## config.mk

```make
export PLATFORM = sky130hd
export DESIGN_NAME = dlam_cell
export DESIGN_NICKNAME = d
export VERILOG_FILES = /design/src/rtl/dlam_pkg.sv /design/src/rtl/dlam_cell.sv
export SDC_FILE = /design/constraint.sdc
export NUM_CORES = 1
export LEC_CHECK = 0
export BUFFER_PORTS_ARGS = -buffer_cell sky130_fd_sc_hd__buf_2
export CAP_MARGIN = 40
export CORE_UTILIZATION = 41
export CTS_CLUSTER_SIZE = 8
export DETAILED_ROUTE_END_ITERATION = 12
export GPL_TIMING_DRIVEN = 0
export PLACE_DENSITY = 0.88
export RECOVER_POWER = 25
export SYNTH_ARGS = -nofsm -noshare
export SYNTH_HDL_FRONTEND = slang
export SYNTH_SLANG_ARGS = --single-unit
```

## constraint.sdc

```tcl
create_clock -name clk -period 2.51 [get_ports clk]
set_input_delay 0.6275 -clock clk [delete_from_list [all_inputs] [get_ports clk]]
set_output_delay 0.6275 -clock clk [all_outputs]
set_load 0.03 [all_outputs]
```

## src/rtl/dlam_pkg.sv

```systemverilog
// Shared constants, types and helpers for the DRAM line address mapper.
// No dependencies; every other file uses this package.
package dlam_pkg;

  localparam int GANG_SIZE_DEF      = 4;
  localparam int LINE_ADDR_BITS_DEF = 28;

  localparam int DIV_W      = 11;  // widest divisor: lines_per_row
  localparam int ROW_W      = 28;
  localparam int BANK_W     = 6;
  localparam int CHAN_W     = 3;
  localparam int LIMIT_W    = 29;
  localparam int CFG_IDX_W  = 3;
  localparam int CFG_DATA_W = 29;
  localparam int STAGES     = 4;   // divisions applied to each address
  localparam int STAGE_W    = 2;

  typedef enum logic [CFG_IDX_W-1:0] {
    REG_MAP_POLICY,
    REG_CHANNEL_COUNT,
    REG_BANKS_PER_CHANNEL,
    REG_LINES_PER_ROW,
    REG_LINE_LIMIT
  } cfg_reg_t;

  typedef enum logic [1:0] {
    POL_ROW,
    POL_PAIR,
    POL_GANG,
    POL_LINE
  } policy_t;

  // Indices picked up as the item travels down the chain
  typedef struct packed {
    logic [CHAN_W-1:0] chan;
    logic [BANK_W-1:0] bank;
    logic              oor;
  } side_t;

  // Clamp channel count into 1..8
  function automatic logic [3:0] nch_eff(input logic [3:0] n);
    logic [3:0] r;
    r = n;
    if (n == 4'd0) r = 4'd1;
    else if (n > 4'd8) r = 4'd8;
    return r;
  endfunction

  // Clamp bank count into 1..64
  function automatic logic [6:0] nbk_eff(input logic [6:0] n);
    logic [6:0] r;
    r = n;
    if (n == 7'd0) r = 7'd1;
    else if (n > 7'd64) r = 7'd64;
    return r;
  endfunction

endpackage

```

## src/rtl/dlam_cell.sv

```systemverilog
// One restoring-division step: shifts one dividend bit in, emits one quotient bit.
// Depends on dlam_pkg.
module dlam_cell #(
  parameter int AW = dlam_pkg::LINE_ADDR_BITS_DEF
) (
  input  logic                       clk,
  input  logic                       rst_n,
  input  logic                       adv,
  input  logic                       in_valid,
  input  logic [dlam_pkg::DIV_W-1:0] in_rem,
  input  logic [AW-1:0]              in_word,
  input  dlam_pkg::side_t            in_side,
  input  logic [dlam_pkg::DIV_W-1:0] divisor,
  output logic                       valid_r,
  output logic [dlam_pkg::DIV_W-1:0] rem_r,
  output logic [AW-1:0]              word_r,
  output dlam_pkg::side_t            side_r
);
  import dlam_pkg::*;

  logic [DIV_W:0]   trial;
  logic [DIV_W:0]   diff;
  logic             ge;
  logic [DIV_W-1:0] rem_nxt;
  logic [AW-1:0]    word_nxt;

  // Trial subtract of the divisor from the partial remainder
  always_comb begin
    trial    = {in_rem, in_word[AW-1]};
    diff     = trial - {1'b0, divisor};
    ge       = (trial >= {1'b0, divisor});
    rem_nxt  = ge ? diff[DIV_W-1:0] : trial[DIV_W-1:0];
    word_nxt = {in_word[AW-2:0], ge};
  end

  // Advance the item when the chain moves
  always_ff @(posedge clk) begin
    if (!rst_n) begin
      valid_r <= 1'b0;
    end else if (adv) begin
      valid_r <= in_valid;
    end
  end

  always_ff @(posedge clk) begin
    if (adv) begin
      rem_r  <= rem_nxt;
      word_r <= word_nxt;
      side_r <= in_side;
    end
  end

endmodule

```

==> results of run 1 <==
[routing by layer]
| metal | wire length (um) | up-vias | track usage (%) | part of all wire, % |
|---|---|---|---|---|
| li1 | - | 839 | - | - |
| met2 | 2580 | 78 | 31.4 | 53 |
| met1 | 1850 | 785 | 18.8 | 38 |
| met4 | 19 | 0 | 5.00 | 0.39 |
| met5 | 0 | - | 0 | 0 |
| met3 | 402 | 4 | 5.75 | 8.3 |
[sequential cells by signal, indices dropped and copies added, names as in the netlist]
register  count
word_r       28
rem_r        11
side_r       10
valid_r       1
[synthesized netlist by cell type, drive strengths merged]
cell type / n / area, sq um
o2111ai: 1 / 8.76
o21a: 1 / 7.51
o211a: 1 / 10.0
o31ai: 2 / 15.0
dfxtp: 1 / 20.0
o31a: 1 / 8.76
o2bb2ai: 1 / 15.0
and2b: 1 / 7.51
nand2b: 3 / 18.8
nand4: 3 / 18.8
ha: 11 / 138
and3: 2 / 12.5
nor4: 1 / 6.26
o211ai: 2 / 15.0
buf: 2 / 22.5
o41ai: 1 / 8.76
nor2b: 3 / 18.8
xor2: 4 / 35.0
fa: 1 / 20.0
nor4bb: 1 / 10.0
xnor2: 2 / 17.5
mux2i: 1 / 10.0
or2: 1 / 6.26
a21o: 2 / 15.0
inv: 16 / 60.1
a21oi: 7 / 38.8
nor2: 5 / 18.8
nor3: 1 / 5.00
o221ai: 1 / 15.0
o21ai: 13 / 95.1
a311oi: 1 / 15.0
edfxtp: 49 / 1470
nand2: 19 / 71.3
a31oi: 1 / 6.26
[cell type report]
cell class / instances / area share (%)
well taps: 70 / 2.90
inverters: 16 / 1.99
multi-input cells: 94 / 22.9
plain buffers: 2 / 0.746
flip-flops and latches: 50 / 49.4
clock inverters: 2 / 0.290
clock buffers: 6 / 2.40
repair buffers: 114 / 19.4
[cells by family after synthesis]
kind of cell               Yosys count  share of synthesized area [%]
AOI/OAI and AO/OA                   35                           12.1
xor gates and xnor gates             6                           2.32
adders and majority gates           12                           6.97
buffers and inverters               18                           3.65
DFF                                 50                           65.9
muxes                                1                          0.442
and+or+nand+nor                     40                           8.57
[how the worst max path moves through the flow]
| stage | start | end | slack (ns) |
|---|---|---|---|
| final | in_word[27] | rem_r[4] | 0.14 |
| after global routing | in_word[27] | rem_r[10] | 0.03 |
| after CTS | in_word[27] | rem_r[4] | 0.03 |
| after detailed placement | in_word[27] | rem_r[4] | -0.29 |
| after global placement | in_word[27] | rem_r[2] | -0.24 |
| after floorplan | in_word[27] | rem_r[2] | 0.01 |
[worst max-delay path: stages]
cell	delay, ns
buf_2	0.09
inv_1	0.04
ha_1	0.21
fa_2	0.36
and2b_1	0.24
o21ai_2	0.07
a311oi_2	0.32
o2bb2ai_2	0.13
buf_6	0.16
nand2_1	0.09
o31ai_1	0.07
[stage by stage]
stage | setup TNS (ns) | area (sq um) | util [%] | worst slack, ns
after floorplan | 0 | 2260 | - | 0.0112
after global placement | -2.46 | 2920 | 56.0 | -0.240
after detailed placement | -2.92 | 2940 | 56.4 | -0.286
after CTS | 0 | 3020 | 58.0 | 0.0338
after global routing | 0 | 3020 | 58.0 | 0.0339
final | 0 | 3020 | 58.0 | 0.140
[layout by cell type (no fill, tap or decap), types with 4 or more instances in the layout]
master,count
a21oi_1,6
nand2_1,19
edfxtp_1,49
inv_1,16
nor2_1,5
o21ai_2,8
ha_1,11
xor2_1,4
clkbuf_8,5
buf_2,113
[report_power, final]
group / switching, uW / internal [uW]
combinational: 349 / 182
clock: 230 / 192
sequential: 16.3 / 1010
total: 595 / 1390
[timing repair]
action,4_1_cts,5_1_grt
setup endpoints to repair,0,11
resized for setup,0,1
buffers inserted,0,0
==> impl_metrics.env, run 1 <==
export IMPL_cts_buffer_depth=2
export IMPL_setup_violations=0
export IMPL_start_kind="input pin"
export IMPL_hold_class="input pin to flop"
export IMPL_syn_num_nets=238
export IMPL_grt_total_usage_pct=17.2
export IMPL_timing_rr_start="valid_r"
export IMPL_cts_buffers=5
export IMPL_layoutNonFillerInstCount=354
export IMPL_cts_tree="yes"
export IMPL_irDropWorstVdd_mv=0.350
export IMPL_dieArea_sq_um=5820
export IMPL_finalHoldViolCount=0
export IMPL_grt_max_degree=38
export IMPL_row_count=26
export IMPL_overflow=0
export IMPL_syn_avg_cell_area_sq_um=14.0
export IMPL_fmax_ghz=0.422
export IMPL_syn_area_sq_um=2260
export IMPL_fin_crit_sh_pct=94.4
export IMPL_r2r_cells=2
export IMPL_dieWidth_um=76.3
export IMPL_layout_min_cycle_time_ns=2.37
export IMPL_p_leak_uw=0.00137
export IMPL_regArea_sq_um=1490
export IMPL_worst_pin_slew_ns=0.452
export IMPL_ys_warnings_count=0
export IMPL_clockRootBuffer="clkbuf_8"
export IMPL_layout_drive_gt1_share_pct=47.5
export IMPL_arrival_ns=2.41
export IMPL_antennaDiodeCount=0
export IMPL_multi_input_area_sq_um=691
export IMPL_core_sq_um=5200
export IMPL_dpl_cell_count=346
export IMPL_rsz0062_at_grt="no"
export IMPL_holdPathStages=1
export IMPL_p_per_area_nw_per_um2=656
export IMPL_reg2reg_slack_ns=1.92
export IMPL_hold_ws_ns=0.507
export IMPL_wl_per_cell_um=13.7
export IMPL_layout_nets=359
export IMPL_clock_latency_ns=0.29
export IMPL_hp_start="in_word[21]"
export IMPL_crit_required_ns=2.55
export IMPL_htreeDepth=2
export IMPL_syn2layout_area_growth_pct=33.5
export IMPL_hpwl_mm=3.98
export IMPL_antenna_found_initial=0
export IMPL_crit_fanout=10
export IMPL_endpoint_kind="flop"
export IMPL_synthCells=162
export IMPL_dr_total_vias=1706
export IMPL_routed_wl_mm=4.85
export IMPL_die_y_um=76.3
export IMPL_finalWeightedCongestion=0.851
export IMPL_whs_endpoint="word_r[22]"
export IMPL_ys_ff_latch=50
export IMPL_post_synth_num_cell_types=37
export IMPL_drt_pass1_iter_count=4
export IMPL_r2r_end="valid_r"
export IMPL_drt_iter0_drc=88
export IMPL_io_buffers=113
export IMPL_status="finished clean"
export IMPL_ctsHoldBuffers=0
export IMPL_io_pins=114
export IMPL_viasPerCell=4.82
export IMPL_drv_slew=0
export IMPL_clock_sinks=50
export IMPL_drc=0
export IMPL_grt_pass1_wl_mm=7.73
export IMPL_grt_pass1_vias=1669
export IMPL_fin_total_pwr_uw=1980
export IMPL_path_class="input pin to flop"
export IMPL_clock_skew_final_ns=0
export IMPL_ant_nets=0
export IMPL_seq_area_frac_synth_pct=65.9
export IMPL_start_util_pct=43.5
export IMPL_nFillCells=427
export IMPL_clkTransAtPathRegs_ns=0.08
export IMPL_max_slew_margin_rel_pct=69.5
export IMPL_maxCapViolCount=0
Note: power is estimated with default switching activity, not from simulation.
==> run 2: changes to the inputs <==
--- a/config.mk
+++ b/config.mk
@@ -7,6 +7,7 @@
 export LEC_CHECK = 0
 export BUFFER_PORTS_ARGS = -buffer_cell sky130_fd_sc_hd__buf_2
 export CAP_MARGIN = 40
+export CORE_ASPECT_RATIO = 2
 export CORE_UTILIZATION = 41
 export CTS_CLUSTER_SIZE = 8
 export DETAILED_ROUTE_END_ITERATION = 12
==> impl_metrics.env, run 2 (synthesis results as in run 1) <==
export IMPL_status="finished clean"
export IMPL_max_slew_margin_rel_pct=71.1
export IMPL_core_sq_um=5230
export IMPL_drv_slew=0
export IMPL_start_kind="input pin"
export IMPL_grt_pass1_wl_mm=7.22
export IMPL_overflow=0
export IMPL_final_cell_mix="113 x buf_2, 49 x edfxtp_1, 19 x nand2_1"
export IMPL_cp_slowest_stage_delay_ns=0.41
export IMPL_layout_min_cycle_time_ns=2.42
export IMPL_antenna_found_initial=0
export IMPL_crit_top_cell="o21ai_2"
export IMPL_io_pins=114
export IMPL_io_buffers=113
export IMPL_antennaDiodeCount=0
export IMPL_rsz0062_at_grt="no"
export IMPL_finalWeightedCongestion=0.797
export IMPL_clock_latency_ns=0.31
export IMPL_crit_required_ns=2.57
export IMPL_htreeDepth=2
export IMPL_ant_nets=0
export IMPL_cts_buffers=5
export IMPL_drt_iter0_drc=55
export IMPL_grt_pass1_vias=1602
export IMPL_path_cells="buf_2 > inv_1 > ha_1 > fa_1 > and2b_1 > o21ai_2 > a311oi_4 > o2bb2ai_2 > buf_6 > nand2_1 > o21ai_2"
export IMPL_clock_skew_final_ns=0
export IMPL_grt_total_usage_pct=17.6
export IMPL_endpoint_kind="flop"
export IMPL_dieArea_sq_um=5840
export IMPL_ctsHoldBuffers=0
export IMPL_layoutNonFillerInstCount=343
export IMPL_drc=0
export IMPL_dr_total_vias=1740
export IMPL_reg_top3="word_r: 28 flops, rem_r: 11 flops, side_r: 10 flops"
export IMPL_dpl_cell_count=334
export IMPL_fin_util_pct=58.4
export IMPL_largest_reg_flops=28
export IMPL_mostFrequentLayoutCell="buf_2"
export IMPL_row_count=37
export IMPL_layout_drive_gt1_share_pct=48.1
export IMPL_syn2layout_area_growth_pct=35.0
export IMPL_fmax_ghz=0.413
export IMPL_wl_per_cell_um=14.8
export IMPL_drt_pass1_iter_count=4
export IMPL_crit_fanout=10
export IMPL_start_util_pct=43.2
export IMPL_irDropWorstVdd_mv=0.462
export IMPL_clockRootBuffer="clkbuf_8"
export IMPL_arrival_ns=2.48
export IMPL_worstPathBufferInverterCount=3
export IMPL_hold_ws_ns=0.486
export IMPL_p_per_area_nw_per_um2=698
export IMPL_p_leak_uw=0.00139
export IMPL_layout_nets=360
export IMPL_grt_max_degree=45
export IMPL_dieWidth_um=54.5
export IMPL_viasPerCell=5.07
export IMPL_clock_sinks=50
export IMPL_path_class="input pin to flop"
export IMPL_hold_class="input pin to flop"
export IMPL_hpwl_mm=4.07
export IMPL_routed_wl_mm=5.08
export IMPL_cts_buffer_depth=2
export IMPL_die_y_um=107
export IMPL_finalHoldViolCount=0
export IMPL_largest_register="word_r"
export IMPL_worst_pin_slew_ns=0.429
export IMPL_setup_violations=0
export IMPL_slowest_stage="fa_1"
export IMPL_clkTransAtPathRegs_ns=0.09
export IMPL_cts_tree="yes"
export IMPL_critPathTopFamily="adder cells"
export IMPL_maxCapViolCount=0
export IMPL_fin_crit_sh_pct=96.5
-- run 2: changes by cell type in the layout (fill, tap and decap cells not counted), sizes merged --
cell,previous run,this run
bufinv,0,1
clkinvlp,0,2
clkinv,2,0
clkbuf,6,5
buf,116,117
-- run 2: layer usage --
layer,GRT usage (%),share of wire (%)
met5,0,0
met1,16.5,34
met4,12.1,3.8
met2,32.2,57
met3,2.13,5.7
-- run 2: what timing repair did --
| item | in CTS | in global routing |
|---|---|---|
| setup buffers | 0 | 1 |
| resized for setup | 0 | 1 |
| endpoints found under the setup margin | 0 | 11 |
-- run 2: report_power, final --
part / switching, uW / internal, uW / leakage, uW
Sequential: 17.8 / 1010 / 0.000488
Clock: 265 / 296 / 0.0000504
Combinational: 355 / 184 / 0.000853
-- run 2: stage by stage --
| step | cell area, sq um | worst slack [ns] | TNS [ns] | total power [uW] |
|---|---|---|---|---|
| floorplan | 2260 | 0.0112 | 0 | 1400 |
| detailed placement | 2920 | -0.291 | -2.96 | 1580 |
| global route | 3050 | 0.00385 | 0 | 2210 |
| finish | 3050 | 0.0882 | 0 | 2130 |
| global placement | 2900 | -0.263 | -2.75 | 1560 |
| CTS | 3030 | 0.0366 | 0 | 2140 |
-- run 2: path summary, 6_finish.rpt --
kind | startpoint | endpoint | slack [ns] | cells past startpoint
worst max-delay path | in_word[27] | rem_r[2] | 0.09 | 11
worst min-delay path | in_side[7] | side_r[7] | 0.49 | 1
worst min register to register | valid_r | valid_r | 0.52 | 2
worst max register to register | valid_r | valid_r | 1.92 | 2
-- run 2: worst register-to-register path: cells and delay by family (launching register included) --
| kind | cells | cell delay, ns |
|---|---|---|
| mux | 1 | 0.12 |
| simple gates | 1 | 0.05 |
| flops | 1 | 0.32 |
-- run 2: area by class of cell --
cell class / count / area (sq um)
Buffer: 2 / 22.5
Fill cell: 429 / 2180
Clock buffer: 5 / 68.8
Sequential cell: 50 / 1490
Inverter: 16 / 60.1
Tap cell: 58 / 72.6
Multi-Input combinational cell: 94 / 699
Timing Repair Buffer: 115 / 593
Clock inverter: 3 / 45.0
==> run 3: changes to the inputs <==
--- a/config.mk
+++ b/config.mk
@@ -11,8 +11,9 @@
 export CORE_UTILIZATION = 41
 export CTS_CLUSTER_SIZE = 8
 export DETAILED_ROUTE_END_ITERATION = 12
+export GPL_ROUTABILITY_DRIVEN = 0
 export GPL_TIMING_DRIVEN = 0
-export PLACE_DENSITY = 0.88
+export PLACE_DENSITY = 0.78
 export RECOVER_POWER = 25
 export SYNTH_ARGS = -nofsm -noshare
 export SYNTH_HDL_FRONTEND = slang
==> impl_metrics.env, run 3 (synthesis results as in run 1) <==
export IMPL_crit_required_ns=2.56
export IMPL_routed_wl_mm=5.18
export IMPL_cts_tree="yes"
export IMPL_wl_per_cell_um=15.1
export IMPL_p_seq_share_pct=48.7
export IMPL_viasPerCell=5.09
export IMPL_p_per_area_nw_per_um2=699
export IMPL_switching_power_uw=630
export IMPL_io_pins=114
export IMPL_post_cts_setup_buffer_count=0
export IMPL_path_class="input pin to flop"
export IMPL_layoutNonFillerInstCount=343
export IMPL_dieWidth_um=54.5
export IMPL_place_area_sq_um=2920
export IMPL_arrival_ns=2.45
export IMPL_holdPathStages=1
export IMPL_grt_max_degree=41
export IMPL_antennaDiodeCount=0
export IMPL_drv_slew=0
export IMPL_drc=0
export IMPL_worst_pin_slew_ns=0.393
export IMPL_ctsResizeCount=0
export IMPL_status="finished clean"
export IMPL_endpoint_kind="flop"
export IMPL_clkTransAtPathRegs_ns=0.09
export IMPL_reg2reg_slack_ns=1.93
export IMPL_cts_buffer_depth=2
export IMPL_htreeDepth=2
export IMPL_ant_nets=0
export IMPL_nFillCells=441
export IMPL_hpwl_mm=4.02
export IMPL_hp_start="in_word[7]"
export IMPL_r2r_end="valid_r"
export IMPL_antenna_found_initial=0
export IMPL_layout_min_cycle_time_ns=2.40
export IMPL_io_buffers=113
export IMPL_row_count=37
export IMPL_fmax_ghz=0.416
export IMPL_dr_total_vias=1747
export IMPL_r2r_cells=2
export IMPL_dpl_cell_count=334
export IMPL_layout_drive_gt1_share_pct=47.7
export IMPL_largest_register="word_r"
export IMPL_place_ws_ns=-0.288
export IMPL_clock_sinks=50
export IMPL_finalHoldViolCount=0
export IMPL_timing_rr_start="valid_r"
export IMPL_start_kind="input pin"
export IMPL_setup_slack_ns=0.109
export IMPL_whs_endpoint="word_r[8]"
export IMPL_switching_share_pct=29.7
export IMPL_power_frac_clock_pct=26.2
export IMPL_intPower_uw=1490
export IMPL_final_cell_mix="113 x buf_2, 49 x edfxtp_1, 19 x nand2_1"
export IMPL_grt_total_usage_pct=18.6
export IMPL_ctsHoldBuffers=0
export IMPL_max_slew_margin_rel_pct=73.4
export IMPL_syn2layout_area_growth_pct=34.3
export IMPL_clock_skew_final_ns=0
export IMPL_grt_pass1_wl_mm=7.56
export IMPL_hold_class="input pin to flop"
export IMPL_core_sq_um=5230
export IMPL_clock_latency_ns=0.30
export IMPL_fin_crit_sh_pct=95.7
export IMPL_drt_iter0_drc=63
export IMPL_grt_pass1_vias=1702
export IMPL_drt_pass1_iter_count=4
export IMPL_largest_reg_flops=28
export IMPL_crit_fanout=10
export IMPL_layout_nets=360
export IMPL_mostFrequentLayoutCell="buf_2"
export IMPL_clockRootBuffer="clkbuf_8"
export IMPL_fin_total_pwr_uw=2120
export IMPL_maxCapViolCount=0
export IMPL_reg_top3="word_r: 28 flops, rem_r: 11 flops, side_r: 10 flops"
export IMPL_irDropWorstVdd_mv=0.587
export IMPL_overflow=0
export IMPL_fin_util_pct=58.1
export IMPL_rsz0062_at_grt="no"
export IMPL_dieArea_sq_um=5840
export IMPL_design_area_sq_um=3040
export IMPL_p_comb_share_pct=25.1
export IMPL_start_util_pct=43.2
export IMPL_cts_buffers=5
export IMPL_setup_violations=0
export IMPL_die_y_um=107
export IMPL_p_leak_uw=0.00139
-- run 3: changes by cell type in the layout (fill, tap and decap cells not counted) --
cell,delta
clkbuf_1,+1
clkinvlp_4,-1
a311oi_4,-1
a311oi_2,+1
-- run 3: worst max-delay path: stages --
cell,delay [ns]
buf_2,0.09
inv_1,0.04
ha_1,0.22
fa_1,0.40
and2b_1,0.25
o21ai_2,0.07
a311oi_2,0.31
o2bb2ai_2,0.13
buf_6,0.16
nand2_1,0.08
o21ai_2,0.07
-- run 3: worst max-delay path by stage --
stage	to	slack [ns]	cells after the start	start
5_1_grt	rem_r[1]	0.003	11	in_word[27]
6_report	rem_r[9]	0.11	11	in_word[27]
2_1_floorplan	rem_r[2]	0.01	10	in_word[27]
3_3_place_gp	rem_r[2]	-0.27	11	in_word[27]
4_1_cts	rem_r[9]	0.02	11	in_word[27]
3_5_place_dp	rem_r[2]	-0.29	11	in_word[27]
-- run 3: through the flow --
step                hold WS (ns)  TNS (ns)
finish                     0.493         0
global route               0.480         0
CTS                        0.486         0
detailed placement         0.507     -2.99
global placement           0.491     -2.84
floorplan                  0.640         0
-- run 3: layout make-up --
type | count | area, sq um | area share (%)
multi-input combinational | 94 | 688 | 22.7
clock inverter | 2 | 37.5 | 1.24
timing repair buffer | 115 | 593 | 19.5
inverter | 16 | 60.1 | 1.98
sequential | 50 | 1490 | 49.1
clock buffer | 6 | 72.6 | 2.39
tap | 58 | 72.6 | 2.39
buffer | 2 | 22.5 | 0.741
-- run 3: routing by layer --
metal / vias up / track usage (%) / share of wire (%)
met1: 798 / 16.9 / 32
li1: 843 / - / -
met3: 21 / 2.13 / 6.6
met2: 85 / 34.7 / 57
met5: - / 0 / 0
met4: 0 / 12.8 / 4.3
-- run 3: power by group through the flow --
stage / sequential [uW] / combinational, uW / clock [uW]
after global placement: 1050 / 513 / 0
after CTS: 1030 / 536 / 563
final: 1030 / 533 / 556
after detailed placement: 1050 / 531 / 0
after global routing: 1040 / 575 / 599
after floorplan: 1220 / 181 / 0
